===== config.mk =====
export PLATFORM = sky130hd
export DESIGN_NAME = calendar_date_decrement_top_flat
export DESIGN_NICKNAME = d
export VERILOG_FILES = /design/src/hw/rtl/cdd_pkg.sv /design/src/hw/rtl/cdd_if.sv /design/src/hw/rtl/cdd_alu.sv /design/src/hw/rtl/calendar_date_decrement_top.sv /design/src/flat_wrapper.sv
export SDC_FILE = /design/constraint.sdc
export NUM_CORES = 1
export LEC_CHECK = 0
export BUFFER_PORTS_ARGS = -buffer_cell sky130_fd_sc_hd__buf_2
export CORE_MARGIN = 1
export CORE_UTILIZATION = 55
export CTS_CLUSTER_DIAMETER = 50
export DETAILED_ROUTE_END_ITERATION = 12
export PLACE_DENSITY = 0.77
export SLEW_MARGIN = 30
export SYNTH_ARGS = -nofsm -noshare
export SYNTH_HDL_FRONTEND = slang
export SYNTH_SLANG_ARGS = --single-unit

===== constraint.sdc =====
create_clock -name clock -period 7.1 [get_ports clock]
set_input_delay 1.42 -clock clock [delete_from_list [all_inputs] [get_ports clock]]
set_output_delay 1.42 -clock clock [all_outputs]
set_load 0.01 [all_outputs]

===== src/hw/rtl/cdd_pkg.sv =====
// Types, constants and calendar helpers shared by the date decrement block.
package cdd_pkg;

   localparam int CMD_W   = 3;
   localparam int COUNT_W = 15;
   localparam int DAY_W   = 5;
   localparam int MONTH_W = 4;
   localparam int YEAR_W  = 16;

   // Working year reaches -32768 - 32767*1000, which fits in 27 bits signed.
   localparam int WIDE_W  = 27;
   localparam int SCALE_W = 10;
   localparam int PROD_W  = COUNT_W + SCALE_W;
   localparam int STEPS_W = 20;
   localparam int REM_W   = 17;
   localparam int R400_W  = 9;

   localparam logic [CMD_W-1:0] CMD_DAY        = 3'd0;
   localparam logic [CMD_W-1:0] CMD_WEEK       = 3'd1;
   localparam logic [CMD_W-1:0] CMD_MONTH      = 3'd2;
   localparam logic [CMD_W-1:0] CMD_YEAR       = 3'd3;
   localparam logic [CMD_W-1:0] CMD_DECADE     = 3'd4;
   localparam logic [CMD_W-1:0] CMD_CENTURY    = 3'd5;
   localparam logic [CMD_W-1:0] CMD_MILLENNIUM = 3'd6;

   localparam logic [MONTH_W-1:0] JANUARY  = 4'd1;
   localparam logic [MONTH_W-1:0] FEBRUARY = 4'd2;
   localparam logic [MONTH_W-1:0] DECEMBER = 4'd12;

   localparam logic [DAY_W-1:0] DAY_FIRST = 5'd1;
   localparam logic [DAY_W-1:0] DAY_31    = 5'd31;

   // Bias that lifts any 16-bit year to a non-negative multiple-of-400 offset.
   localparam logic signed [WIDE_W-1:0] YEAR_BIAS_NEG = -27'sd32800;
   localparam logic [WIDE_W-1:0]        CYCLE_400     = 27'd400;
   localparam logic [R400_W-1:0]        R400_LAST     = 9'd399;
   localparam logic signed [WIDE_W-1:0] YEAR_MIN      = -27'sd32768;

   typedef struct packed {
      logic signed [WIDE_W-1:0] diff;
      logic                     neg;
   } alu_res_type;

   function automatic logic [SCALE_W-1:0] unit_scale(input logic [CMD_W-1:0] cmd);
      logic [SCALE_W-1:0] s;
      unique case (cmd)
         CMD_DAY:        s = 10'd1;
         CMD_WEEK:       s = 10'd7;
         CMD_MONTH:      s = 10'd30;
         CMD_YEAR:       s = 10'd1;
         CMD_DECADE:     s = 10'd10;
         CMD_CENTURY:    s = 10'd100;
         CMD_MILLENNIUM: s = 10'd1000;
         default:        s = 10'd0;
      endcase
      return s;
   endfunction

   function automatic logic is_day_unit(input logic [CMD_W-1:0] cmd);
      return (cmd == CMD_DAY) || (cmd == CMD_WEEK) || (cmd == CMD_MONTH);
   endfunction

   // r is the year modulo 400, taken non-negative.
   function automatic logic is_leap(input logic [R400_W-1:0] r);
      return (r[1:0] == 2'd0) && (r != 9'd100) && (r != 9'd200) && (r != 9'd300);
   endfunction

   function automatic logic [DAY_W-1:0] month_days(input logic [MONTH_W-1:0] m,
                                                   input logic [R400_W-1:0] r);
      logic [DAY_W-1:0] d;
      unique case (m)
         4'd2:                    d = is_leap(r) ? 5'd29 : 5'd28;
         4'd4, 4'd6, 4'd9, 4'd11: d = 5'd30;
         default:                 d = 5'd31;
      endcase
      return d;
   endfunction

endpackage


===== src/hw/rtl/cdd_if.sv =====
// Request and response channel interfaces of the date decrement block.
interface cdd_req_if import cdd_pkg::*; ();
   logic                      valid;
   logic                      ready;
   logic [CMD_W-1:0]          cmd;
   logic [COUNT_W-1:0]        count;
   logic [DAY_W-1:0]          day_in;
   logic [MONTH_W-1:0]        month_in;
   logic signed [YEAR_W-1:0]  year_in;

   modport source (output valid, cmd, count, day_in, month_in, year_in, input ready);
   modport sink   (input valid, cmd, count, day_in, month_in, year_in, output ready);
endinterface

interface cdd_rsp_if import cdd_pkg::*; ();
   logic                      valid;
   logic                      ready;
   logic [DAY_W-1:0]          day_out;
   logic [MONTH_W-1:0]        month_out;
   logic signed [YEAR_W-1:0]  year_out;
   logic                      year_clipped;

   modport source (output valid, day_out, month_out, year_out, year_clipped, input ready);
   modport sink   (input valid, day_out, month_out, year_out, year_clipped, output ready);
endinterface


===== src/hw/rtl/cdd_alu.sv =====
// Shared subtract-and-compare unit used by every step of the sequencer.
module cdd_alu import cdd_pkg::*; (
   input  logic signed [WIDE_W-1:0] op_a,
   input  logic signed [WIDE_W-1:0] op_b,
   output alu_res_type              res
);

   always_comb begin
      res.diff = op_a - op_b;
      res.neg  = res.diff[WIDE_W-1];
   end

endmodule


===== src/hw/rtl/calendar_date_decrement_top.sv =====
// Top level of the date decrement block: sequencer around the shared subtractor.
//
// Moves a Gregorian date back by a count of days, weeks, 30-day months, years,
// decades, centuries or millennia, one item at a time; req ready is low while an
// item is in work. Year units pass through the scale multiply, one subtract and
// the result load. Day units pass through the scale multiply, a restoring
// reduction of the year modulo 400 for the leap rule, the walk, in which the
// shared subtractor either removes the remaining days or drops to the last day
// of the previous month each cycle, a last walk step that finds no days left,
// and the result load. A finished response waits in the output register, and
// the next item is taken while it waits; while the output register is still
// full, the sequencer holds the finished item in its last state.
module calendar_date_decrement_top import cdd_pkg::*; (
   input  logic      clock,
   input  logic      reset,
   cdd_req_if.sink   req_if,
   cdd_rsp_if.source rsp_if
);

   localparam logic [2:0] ST_IDLE = 3'd0;
   localparam logic [2:0] ST_MUL  = 3'd1;
   localparam logic [2:0] ST_MOD  = 3'd2;
   localparam logic [2:0] ST_WALK = 3'd3;
   localparam logic [2:0] ST_YEAR = 3'd4;
   localparam logic [2:0] ST_DONE = 3'd5;

   logic [2:0]               state_ff, state_in;
   logic [2:0]               k_ff, k_in;
   logic [CMD_W-1:0]         cmd_ff, cmd_in;
   logic [COUNT_W-1:0]       count_ff, count_in;
   logic [DAY_W-1:0]         day_ff, day_in;
   logic [MONTH_W-1:0]       month_ff, month_in;
   logic signed [WIDE_W-1:0] year_ff, year_in;
   logic [STEPS_W-1:0]       steps_ff, steps_in;
   logic [REM_W-1:0]         rem_ff, rem_in;
   logic [PROD_W-1:0]        prod_ff, prod_in;

   logic                     rsp_valid_ff, rsp_valid_in;
   logic [DAY_W-1:0]         rsp_day_ff, rsp_day_in;
   logic [MONTH_W-1:0]       rsp_month_ff, rsp_month_in;
   logic signed [YEAR_W-1:0] rsp_year_ff, rsp_year_in;
   logic                     rsp_clip_ff, rsp_clip_in;

   logic signed [WIDE_W-1:0] alu_a, alu_b;
   alu_res_type              alu_res;
   logic                     req_fire;
   logic                     rsp_free;
   logic                     clip;
   logic [R400_W-1:0]        r400;
   logic [MONTH_W-1:0]       month_prev;

   cdd_alu u_alu (
      .op_a (alu_a),
      .op_b (alu_b),
      .res  (alu_res)
   );

   assign req_if.ready = (state_ff == ST_IDLE);
   assign req_fire     = req_if.valid && req_if.ready;
   assign rsp_free     = !rsp_valid_ff || rsp_if.ready;
   assign clip         = (year_ff < YEAR_MIN);
   assign r400         = rem_ff[R400_W-1:0];
   assign month_prev   = month_ff - 4'd1;

   // Operand select for the shared subtractor.
   always_comb begin
      unique case (state_ff)
         ST_MUL: begin
            alu_a = year_ff;
            alu_b = YEAR_BIAS_NEG;
         end
         ST_MOD: begin
            alu_a = signed'(WIDE_W'(rem_ff));
            alu_b = signed'(CYCLE_400 << k_ff);
         end
         ST_WALK: begin
            alu_a = signed'(WIDE_W'(steps_ff));
            alu_b = signed'(WIDE_W'(day_ff));
         end
         ST_YEAR: begin
            alu_a = year_ff;
            alu_b = signed'(WIDE_W'(prod_ff));
         end
         default: begin
            alu_a = '0;
            alu_b = '0;
         end
      endcase
   end

   always_comb begin
      state_in     = state_ff;
      k_in         = k_ff;
      cmd_in       = cmd_ff;
      count_in     = count_ff;
      day_in       = day_ff;
      month_in     = month_ff;
      year_in      = year_ff;
      steps_in     = steps_ff;
      rem_in       = rem_ff;
      prod_in      = prod_ff;
      rsp_valid_in = rsp_valid_ff && !rsp_if.ready;
      rsp_day_in   = rsp_day_ff;
      rsp_month_in = rsp_month_ff;
      rsp_year_in  = rsp_year_ff;
      rsp_clip_in  = rsp_clip_ff;

      unique case (state_ff)
         ST_IDLE: begin
            if (req_fire) begin
               cmd_in   = req_if.cmd;
               count_in = req_if.count;
               day_in   = (req_if.day_in == '0) ? DAY_FIRST : req_if.day_in;
               if (req_if.month_in == '0) begin
                  month_in = JANUARY;
               end else if (req_if.month_in > DECEMBER) begin
                  month_in = DECEMBER;
               end else begin
                  month_in = req_if.month_in;
               end
               year_in  = WIDE_W'(req_if.year_in);
               state_in = ST_MUL;
            end
         end
         ST_MUL: begin
            prod_in  = PROD_W'(count_ff) * PROD_W'(unit_scale(cmd_ff));
            steps_in = prod_in[STEPS_W-1:0];
            rem_in   = alu_res.diff[REM_W-1:0];
            k_in     = 3'd7;
            state_in = is_day_unit(cmd_ff) ? ST_MOD : ST_YEAR;
         end
         ST_MOD: begin
            // Restoring reduction: keep the difference where it stays non-negative.
            if (!alu_res.neg) begin
               rem_in = alu_res.diff[REM_W-1:0];
            end
            k_in = k_ff - 3'd1;
            if (k_ff == 3'd0) begin
               state_in = ST_WALK;
            end
         end
         ST_WALK: begin
            if (steps_ff == '0) begin
               state_in = ST_DONE;
            end else if (alu_res.neg) begin
               // Remaining days fit inside this month.
               day_in   = DAY_W'(-alu_res.diff);
               steps_in = '0;
            end else begin
               // Drop to the last day of the previous month.
               steps_in = alu_res.diff[STEPS_W-1:0];
               if (month_ff == JANUARY) begin
                  month_in = DECEMBER;
                  day_in   = DAY_31;
                  year_in  = year_ff - WIDE_W'(1);
                  rem_in   = REM_W'((r400 == '0) ? R400_LAST : r400 - 9'd1);
               end else begin
                  month_in = month_prev;
                  day_in   = month_days(month_prev, r400);
               end
            end
         end
         ST_YEAR: begin
            year_in  = alu_res.diff;
            state_in = ST_DONE;
         end
         ST_DONE: begin
            if (rsp_free) begin
               rsp_valid_in = 1'b1;
               rsp_day_in   = day_ff;
               rsp_month_in = month_ff;
               rsp_year_in  = clip ? YEAR_MIN[YEAR_W-1:0] : year_ff[YEAR_W-1:0];
               rsp_clip_in  = clip;
               state_in     = ST_IDLE;
            end
         end
         default: begin
            state_in = ST_IDLE;
         end
      endcase
   end

   always_ff @(posedge clock) begin
      if (reset) begin
         state_ff     <= ST_IDLE;
         rsp_valid_ff <= 1'b0;
      end else begin
         state_ff     <= state_in;
         rsp_valid_ff <= rsp_valid_in;
      end
   end

   always_ff @(posedge clock) begin
      k_ff         <= k_in;
      cmd_ff       <= cmd_in;
      count_ff     <= count_in;
      day_ff       <= day_in;
      month_ff     <= month_in;
      year_ff      <= year_in;
      steps_ff     <= steps_in;
      rem_ff       <= rem_in;
      prod_ff      <= prod_in;
      rsp_day_ff   <= rsp_day_in;
      rsp_month_ff <= rsp_month_in;
      rsp_year_ff  <= rsp_year_in;
      rsp_clip_ff  <= rsp_clip_in;
   end

   assign rsp_if.valid        = rsp_valid_ff;
   assign rsp_if.day_out      = rsp_day_ff;
   assign rsp_if.month_out    = rsp_month_ff;
   assign rsp_if.year_out     = rsp_year_ff;
   assign rsp_if.year_clipped = rsp_clip_ff;

endmodule


===== src/flat_wrapper.sv =====
// flat-port wrapper written by rule: the top's interface ports become plain ports
module calendar_date_decrement_top_flat import cdd_pkg::*;
  (clock, reset, req_if_valid, req_if_cmd, req_if_count, req_if_day_in, req_if_month_in, req_if_year_in, req_if_ready, rsp_if_valid, rsp_if_day_out, rsp_if_month_out, rsp_if_year_out, rsp_if_year_clipped, rsp_if_ready);
  cdd_req_if req_if_i ();
  cdd_rsp_if rsp_if_i ();
  input  logic clock;
  input  logic reset;
  input wire logic [$bits(req_if_i.valid)-1:0] req_if_valid;
  input wire logic [$bits(req_if_i.cmd)-1:0] req_if_cmd;
  input wire logic [$bits(req_if_i.count)-1:0] req_if_count;
  input wire logic [$bits(req_if_i.day_in)-1:0] req_if_day_in;
  input wire logic [$bits(req_if_i.month_in)-1:0] req_if_month_in;
  input wire logic [$bits(req_if_i.year_in)-1:0] req_if_year_in;
  output wire logic [$bits(req_if_i.ready)-1:0] req_if_ready;
  output wire logic [$bits(rsp_if_i.valid)-1:0] rsp_if_valid;
  output wire logic [$bits(rsp_if_i.day_out)-1:0] rsp_if_day_out;
  output wire logic [$bits(rsp_if_i.month_out)-1:0] rsp_if_month_out;
  output wire logic [$bits(rsp_if_i.year_out)-1:0] rsp_if_year_out;
  output wire logic [$bits(rsp_if_i.year_clipped)-1:0] rsp_if_year_clipped;
  input wire logic [$bits(rsp_if_i.ready)-1:0] rsp_if_ready;
  assign req_if_i.valid = req_if_valid;
  assign req_if_i.cmd = req_if_cmd;
  assign req_if_i.count = req_if_count;
  assign req_if_i.day_in = req_if_day_in;
  assign req_if_i.month_in = req_if_month_in;
  assign req_if_i.year_in = req_if_year_in;
  assign req_if_ready = req_if_i.ready;
  assign rsp_if_valid = rsp_if_i.valid;
  assign rsp_if_day_out = rsp_if_i.day_out;
  assign rsp_if_month_out = rsp_if_i.month_out;
  assign rsp_if_year_out = rsp_if_i.year_out;
  assign rsp_if_year_clipped = rsp_if_i.year_clipped;
  assign rsp_if_i.ready = rsp_if_ready;
  calendar_date_decrement_top u_core (.clock(clock), .reset(reset), .req_if(req_if_i), .rsp_if(rsp_if_i));
endmodule

==> summary.txt, run 1 <==
CTS
  – Clk sinks: 149
  – Clock latency on the worst-skew pair: 0.44 ns
  – H-tree levels: 4
  – CTS Buf Count: 17
  – Hold Buf Count CTS: 0
  – CTS tree: done
  – CTS resizes: 0
  – Clock transition at the registers of the reported paths: 0.07 ns
  – Max clock buf depth: 2
  – Post-CTS setup buffers: 0
  – Root Buffer: clkbuf_16

Synthesis
  – Area leader, netlist: edfxtp_1
  – Post-Syn Instances: 1427
  – Post-synthesis cell type count: 66
  – Sequential fraction of the synthesis area: 32.3%
  – Synthesized flop and latch total: 149
  – Synth async-reset ratio: 0%
  – Top-area cell type share of the netlist area: 31.7%
  – Synth top area cells: edfxtp_1, fa_1, ha_1
  – Syn nets: 1678
  – Avg Cell Area, Syn: 9.62 µm²
  – Syn. warnings: 0
  – Cell area after synthesis: 13700 µm²
  – EDFF count, synth: 145
  – Primary FF master, synth: edfxtp_1

Global route
  – Tot GR Track Use: 26.8%
  – Overflow after GRT: 0
  – First-pass GRT wire length: 54.4 mm
  – Largest net degree at the start of global routing: 53
  – Vias in the first global route: 10700
  – Initial antenna violation count: 0

Place
  – Final RePlAce weighted congestion: 0.941
  – I/O Buffers: 74
  – DP HPWL: 24.6 mm

STA
  – Fin. Hold Viols: 0
  – Worst slew pin tran: 1.04 ns
  – Final period utilization: 93.2%
  – Fin crit period: 6.62 ns
  – Fmax: 151 MHz
  – Final Slew Violations: 0
  – Final setup viols: 0
  – Clock Skews: 0.0177 ns
  – Max_slew headroom: 30.2%
  – Fin Setup TNS: 0 ns
  – RSZ-0062 raised after global routing: no

Floorplanning
  – Die width: 160 µm
  – # IOs: 75
  – Starting Density: 56.3%
  – Die area: 25600 µm²
  – Core region area: 24400 µm²
  – FP Rows: 57
  – Die height: 160 µm

Routing
  – DRT Wirelength: 33.1 mm
  – Via count: 10800
  – DRC Markers: 0
  – Routed Antenna Nets: 0
  – Via/cell ratio: 5.94
  – Avg WL per Cell: 18.3 µm
  – Drt pass-1 iters: 5
  – Initial detailed-routing violation count: 903

Critical path
  – Kind of critical path: flop to flop
  – Max FO, Critical Path: 15
  – Crit path launch type: flop
  – Worst Setup End Kind: flop
  – Worst Path Required: 7.28 ns
  – CP Data Arrival Time: 6.80 ns

Finish
  – Layout cells sized above 1: 11.4%
  – Final net count: 1726
  – Layout area overhead: 9.32%
  – ANT cells: 0
  – Most frequent cells in the layout: nand2_1, inv_1, edfxtp_1
  – FILL cells: 2022

Outcome
  – Status: finished, final reports clean

Min path
  – Worst Hold Class: flop to flop

Job
  – MaxCap Viol Count: 0
==> metrics by stage <==
| step | std cells | hold WS, ns | util [%] | setup WS, ns | area, µm² |
|---|---|---|---|---|---|
| global route | 1812 | 0.471 | 61.5 | 0.0660 | 15000 |
| detailed placement | 1780 | 0.454 | 59.1 | 0.451 | 14400 |
| global placement | 1780 | 0.459 | 59.1 | 0.664 | 14400 |
| floorplan | 1427 | 0.427 | - | 0.878 | 13700 |
| CTS | 1812 | 0.473 | 61.5 | 0.413 | 15000 |
| finish | 1812 | 0.475 | 61.5 | 0.483 | 15000 |
==> state kept, by name (all words and copies together), names as in the netlist <==
| name | flops |
|---|---|
| u_core.rsp_if.month_out | 4 |
| u_core.k_ff | 3 |
| u_core.prod_ff | 25 |
| u_core.state_ff | 3 |
| u_core.steps_ff | 20 |
| u_core.cmd_ff | 3 |
| u_core.day_ff | 5 |
| u_core.rem_ff | 17 |
| u_core.rsp_if.year_out | 16 |
| u_core.rsp_if.valid | 1 |
| u_core.count_ff | 15 |
| u_core.month_ff | 4 |
| u_core.rsp_if.year_clipped | 1 |
| u_core.rsp_if.day_out | 5 |
| u_core.year_ff | 27 |
==> final cells by class <==
cell class | count | area [µm²] | share of cell area [%]
Timing Repair Buffer | 91 | 498 | 3.32
Multi-Input combinational cell | 1053 | 8460 | 56.4
Tap cell | 324 | 405 | 2.70
Clock inverter | 15 | 174 | 1.16
Inverter | 163 | 612 | 4.08
Sequential cell | 149 | 4430 | 29.5
Clock buffer | 17 | 425 | 2.83
==> cells in the mapped netlist, types with 4 or more instances <==
master and number:
a211oi_1 13, a21o_1 13, a21oi_1 78, a221o_1 5
a22o_1 4, a22oi_1 29, a31oi_1 15, and2_1 58
and3_1 10, buf_1 9, clkbuf_1 51, dfxtp_1 4
edfxtp_1 145, fa_1 103, ha_1 101, inv_1 163
mux2_2 17, mux2i_1 7, nand2_1 164, nand2b_1 9
nand3_1 31, nand4_1 9, nor2_1 85, nor2b_1 11
nor3_1 25, nor3b_1 5, nor4_1 13, o211ai_1 9
o21a_1 8, o21ai_0 73, o21bai_1 11, o221ai_1 9
o22ai_1 4, o31ai_1 11, o31ai_2 11, or3_1 5
xnor2_1 40, xor2_1 30
==> cell families after synthesis <==
| family | share of synthesized area, % |
|---|---|
| simple gates | 15.2 |
| mux | 1.90 |
| flops | 32.3 |
| xor+xnor | 4.58 |
| compound gates | 15.6 |
| buf+inv | 6.26 |
| fa+ha+maj | 24.2 |
==> worst paths after layout <==
check	from	to	slack, ns	depth (start not counted)
worst max-delay path	u_core.cmd_ff[1]	u_core.steps_ff[17]	0.48	20
worst min-delay path	u_core.day_ff[0]	u_core.rsp_if.day_out[0]	0.48	0
worst max register to register	u_core.cmd_ff[1]	u_core.steps_ff[17]	0.48	20
worst min register to register	u_core.day_ff[0]	u_core.rsp_if.day_out[0]	0.48	0
==> worst max-delay path, stage by stage, from the launching register on <==
cell,delay [ns]
edfxtp_1,0.54
xor2_1,0.44
o21a_1,0.55
nand2_1,0.14
fa_1,0.51
inv_1,0.06
fa_1,0.52
fa_1,0.44
fa_1,0.55
inv_1,0.06
fa_1,0.52
inv_1,0.04
ha_1,0.35
a211oi_1,0.33
o21bai_1,0.17
a31oi_1,0.26
nand2_1,0.11
or2_2,0.28
a211oi_1,0.22
nor2_1,0.08
a21o_1,0.19
==> metal layers <==
metal / share of wire (%) / vias up / wire [µm] / GRT usage (%)
met1: 44 / 5159 / 14400 / 36.8
met5: 0 / - / 0 / 0
li1: - / 5075 / - / -
met2: 47 / 477 / 15500 / 43.9
met3: 8.0 / 48 / 2640 / 3.79
met4: 1.6 / 0 / 533 / 8.23
Power of run 1 is left out: the tool's default activity adds up to more than one toggle a clock period on the data nets, which glitch-free logic cannot reach.
==> run 2: changes to the inputs <==
BUFFER_PORTS_ARGS = default   (was -buffer_cell sky130_fd_sc_hd__buf_2)
DONT_BUFFER_PORTS = 1   (was default)
clock period = 5.73 ns   (was 7.1 ns; I/O delays follow)
==> run 2 against run 1 <==
Against the previous run: the run now ends with negative setup slack left; first-iteration DRC count down 8.9%; count of clock-buffer cells in the layout unchanged; critical endpoint is now u_core.steps_ff[13]; register-to-register slack lost 0.55 ns; critical path depth is 3 higher; hold slack worse by 0.0064 ns.
==> summary.txt, run 2 (synthesis results as in run 1) <==
CTS
  – Hold Buf Count CTS: 0 (unchanged)
  – Root Buffer: clkbuf_16 (unchanged)
  – H-tree levels: 4 (unchanged)
  – CTS tree: done (unchanged)
  – Clock latency on the worst-skew pair: 0.44 ns (about the same)
  – CTS Buf Count: 17 (unchanged)
  – Clk sinks: 149 (unchanged)
  – Max clock buf depth: 2 (unchanged)
  – Clock transition at the registers of the reported paths: 0.07 ns (about the same)

Place
  – Placed Area: 14400 µm² (about the same)
  – I/O Buffers: 0 (was 74)
  – Final RePlAce weighted congestion: 0.937 (was 0.941)
  – Place WS: -0.252 ns (was 0.451 ns)
  – DP HPWL: 24.8 mm (was 24.6 mm)
  – Cells after DPL: 1749 (was 1780)

Global route
  – Initial antenna violation count: 0 (unchanged)
  – Vias in the first global route: 10600 (was 10700)
  – Tot GR Track Use: 26.7% (was 26.8%)
  – First-pass GRT wire length: 54.0 mm (was 54.4 mm)
  – Largest net degree at the start of global routing: 54 (was 53)
  – Overflow after GRT: 0 (unchanged)

Routing
  – Via/cell ratio: 6.02 (was 5.94)
  – DRT Wirelength: 34.2 mm (was 33.1 mm)
  – Routed Antenna Nets: 0 (unchanged)
  – DRC Markers: 0 (unchanged)
  – Avg WL per Cell: 19.0 µm (was 18.3 µm)
  – Via count: 10800 (about the same)
  – Initial detailed-routing violation count: 823 (was 903)
  – Drt pass-1 iters: 5 (unchanged)

Floorplanning
  – Starting Density: 56.3% (unchanged)
  – Die area: 25600 µm² (unchanged)
  – Die width: 160 µm (unchanged)
  – Core region area: 24400 µm² (unchanged)
  – Die height: 160 µm (unchanged)
  – # IOs: 75 (unchanged)
  – FP Rows: 57 (unchanged)

STA
  – Max_slew headroom: 42.4% (was 30.2%)
  – Fin. Hold Viols: 0 (unchanged)
  – Fmax: 172 MHz (was 151 MHz)
  – Fin crit period: 5.80 ns (was 6.62 ns)
  – Final period utilization: 101% (was 93.2%)
  – Final Slew Violations: 0 (unchanged)
  – Final worst slack: -0.0688 ns (was 0.483 ns)
  – Final setup viols: 6 (was 0)
  – Clock Skews: 0.0139 ns (was 0.0177 ns)
  – Fin Setup TNS: -0.210 ns (was 0 ns)
  – Worst slew pin tran: 0.858 ns (was 1.04 ns)
  – RSZ-0062 raised after global routing: yes (was no)

Finish
  – Storage cell area: 4430 µm² (unchanged)
  – Most common cell after layout, fill and taps aside: nand2_1
  – Final net count: 1716 (was 1726)
  – Layout cells sized above 1: 15.6% (was 11.4%)
  – Most frequent cells in the layout: nand2_1, inv_1, edfxtp_1 (unchanged)
  – Biggest register: u_core.year_ff (unchanged)
  – Design area: 15600 µm² (was 15000 µm²)
  – ANT cells: 0 (unchanged)
  – Max reg flops: 27 (unchanged)
  – Combined area of the multi-input logic cells: 8850 µm² (was 8460 µm²)
  – FILL cells: 1875 (was 2022)
  – Final non-filler cell total: 1802 (was 1812)
  – Largest regs: u_core.year_ff: 27 flops, u_core.prod_ff: 25 flops, u_core.steps_ff: 20 flops (unchanged)
  – Layout area overhead: 13.5% (was 9.32%)

Critical path
  – Worst Setup End Kind: flop (unchanged)
  – Reg-to-Reg Start: u_core.cmd_ff[1] (unchanged)
  – CP Data Arrival Time: 5.97 ns (was 6.80 ns)
  – Worst r2r path cells: 23 (was 20)
  – Reg-to-reg setup timing slack: -0.07 ns (was 0.48 ns)
  – Worst Path Required: 5.90 ns (was 7.28 ns)
  – Crit path launch type: flop (unchanged)
  – Max FO, Critical Path: 6 (was 15)
  – Kind of critical path: flop to flop (unchanged)
  – R2r endpoint: u_core.steps_ff[13] (was u_core.steps_ff[17])

Min path
  – WHS Endpoint: u_core.rsp_if.day_out[4] (was u_core.rsp_if.day_out[0])
  – Worst Hold Class: flop to flop (unchanged)
  – Worst hold path cell count: 0 (unchanged)
  – HP Start: u_core.day_ff[4] (was u_core.day_ff[0])

Job
  – MaxCap Viol Count: 0 (unchanged)

Outcome
  – Status: finished with violations (was finished, final reports clean)
  – Failing checks: negative setup slack
run 2: metrics by stage:
stage,hold WS [ns],utilization (%)
CTS,0.475,62.4
floorplan,0.427,-
global placement,0.452,59.1
finish,0.469,63.9
detailed placement,0.468,59.1
global route,0.484,63.9
run 2: worst max path at each step:
stage	start	endpoint	slack (ns)	depth (start not counted)
after floorplan	u_core.cmd_ff[0]	u_core.steps_ff[17]	0.002	23
after global placement	u_core.cmd_ff[0]	u_core.prod_ff[23]	-0.02	24
after detailed placement	u_core.cmd_ff[0]	u_core.steps_ff[17]	-0.25	20
after CTS	u_core.cmd_ff[0]	u_core.prod_ff[21]	-0.04	21
after global routing	u_core.cmd_ff[1]	u_core.steps_ff[13]	-0.30	23
final	u_core.cmd_ff[1]	u_core.steps_ff[13]	-0.07	23
run 2: repair_timing:
item,4_1_cts,5_1_grt
pin swaps,23,70
endpoints found under the setup margin,11,21
gates resized for setup,31,65
setup buffers,6,17
run 2: critical path: stages (launching register included):
cell	delay, ns
edfxtp_1	0.50
xor2_2	0.27
and2_4	0.26
buf_4	0.13
nand2_1	0.06
buf_4	0.16
fa_1	0.43
inv_1	0.09
fa_1	0.41
ha_1	0.33
fa_1	0.54
inv_1	0.05
fa_1	0.52
inv_1	0.04
ha_2	0.24
nor3_4	0.23
o211ai_1	0.20
buf_4	0.20
a31oi_2	0.23
nor2_1	0.09
o21ai_1	0.21
a211oi_2	0.12
nand2_1	0.11
o31ai_2	0.09
run 2: cell type report:
cell class / instances / share of cell area, %
well taps: 324 / 2.60
inverters: 163 / 3.93
repair buffers: 81 / 4.13
flip-flops and latches: 149 / 28.5
clock buffers: 17 / 2.73
multi-input cells: 1053 / 56.8
clock inverters: 15 / 1.36
run 2: per-layer routing:
| layer | global-route usage, % | vias to the layer above | wire length [µm] |
|---|---|---|---|
| met5 | 0 | - | 0 |
| met4 | 8.10 | 0 | 872 |
| met3 | 4.49 | 73 | 2380 |
| met2 | 43.2 | 447 | 16400 |
| met1 | 36.7 | 5260 | 14600 |
| li1 | - | 5062 | - |
Power of run 2 is left out for the same reason.
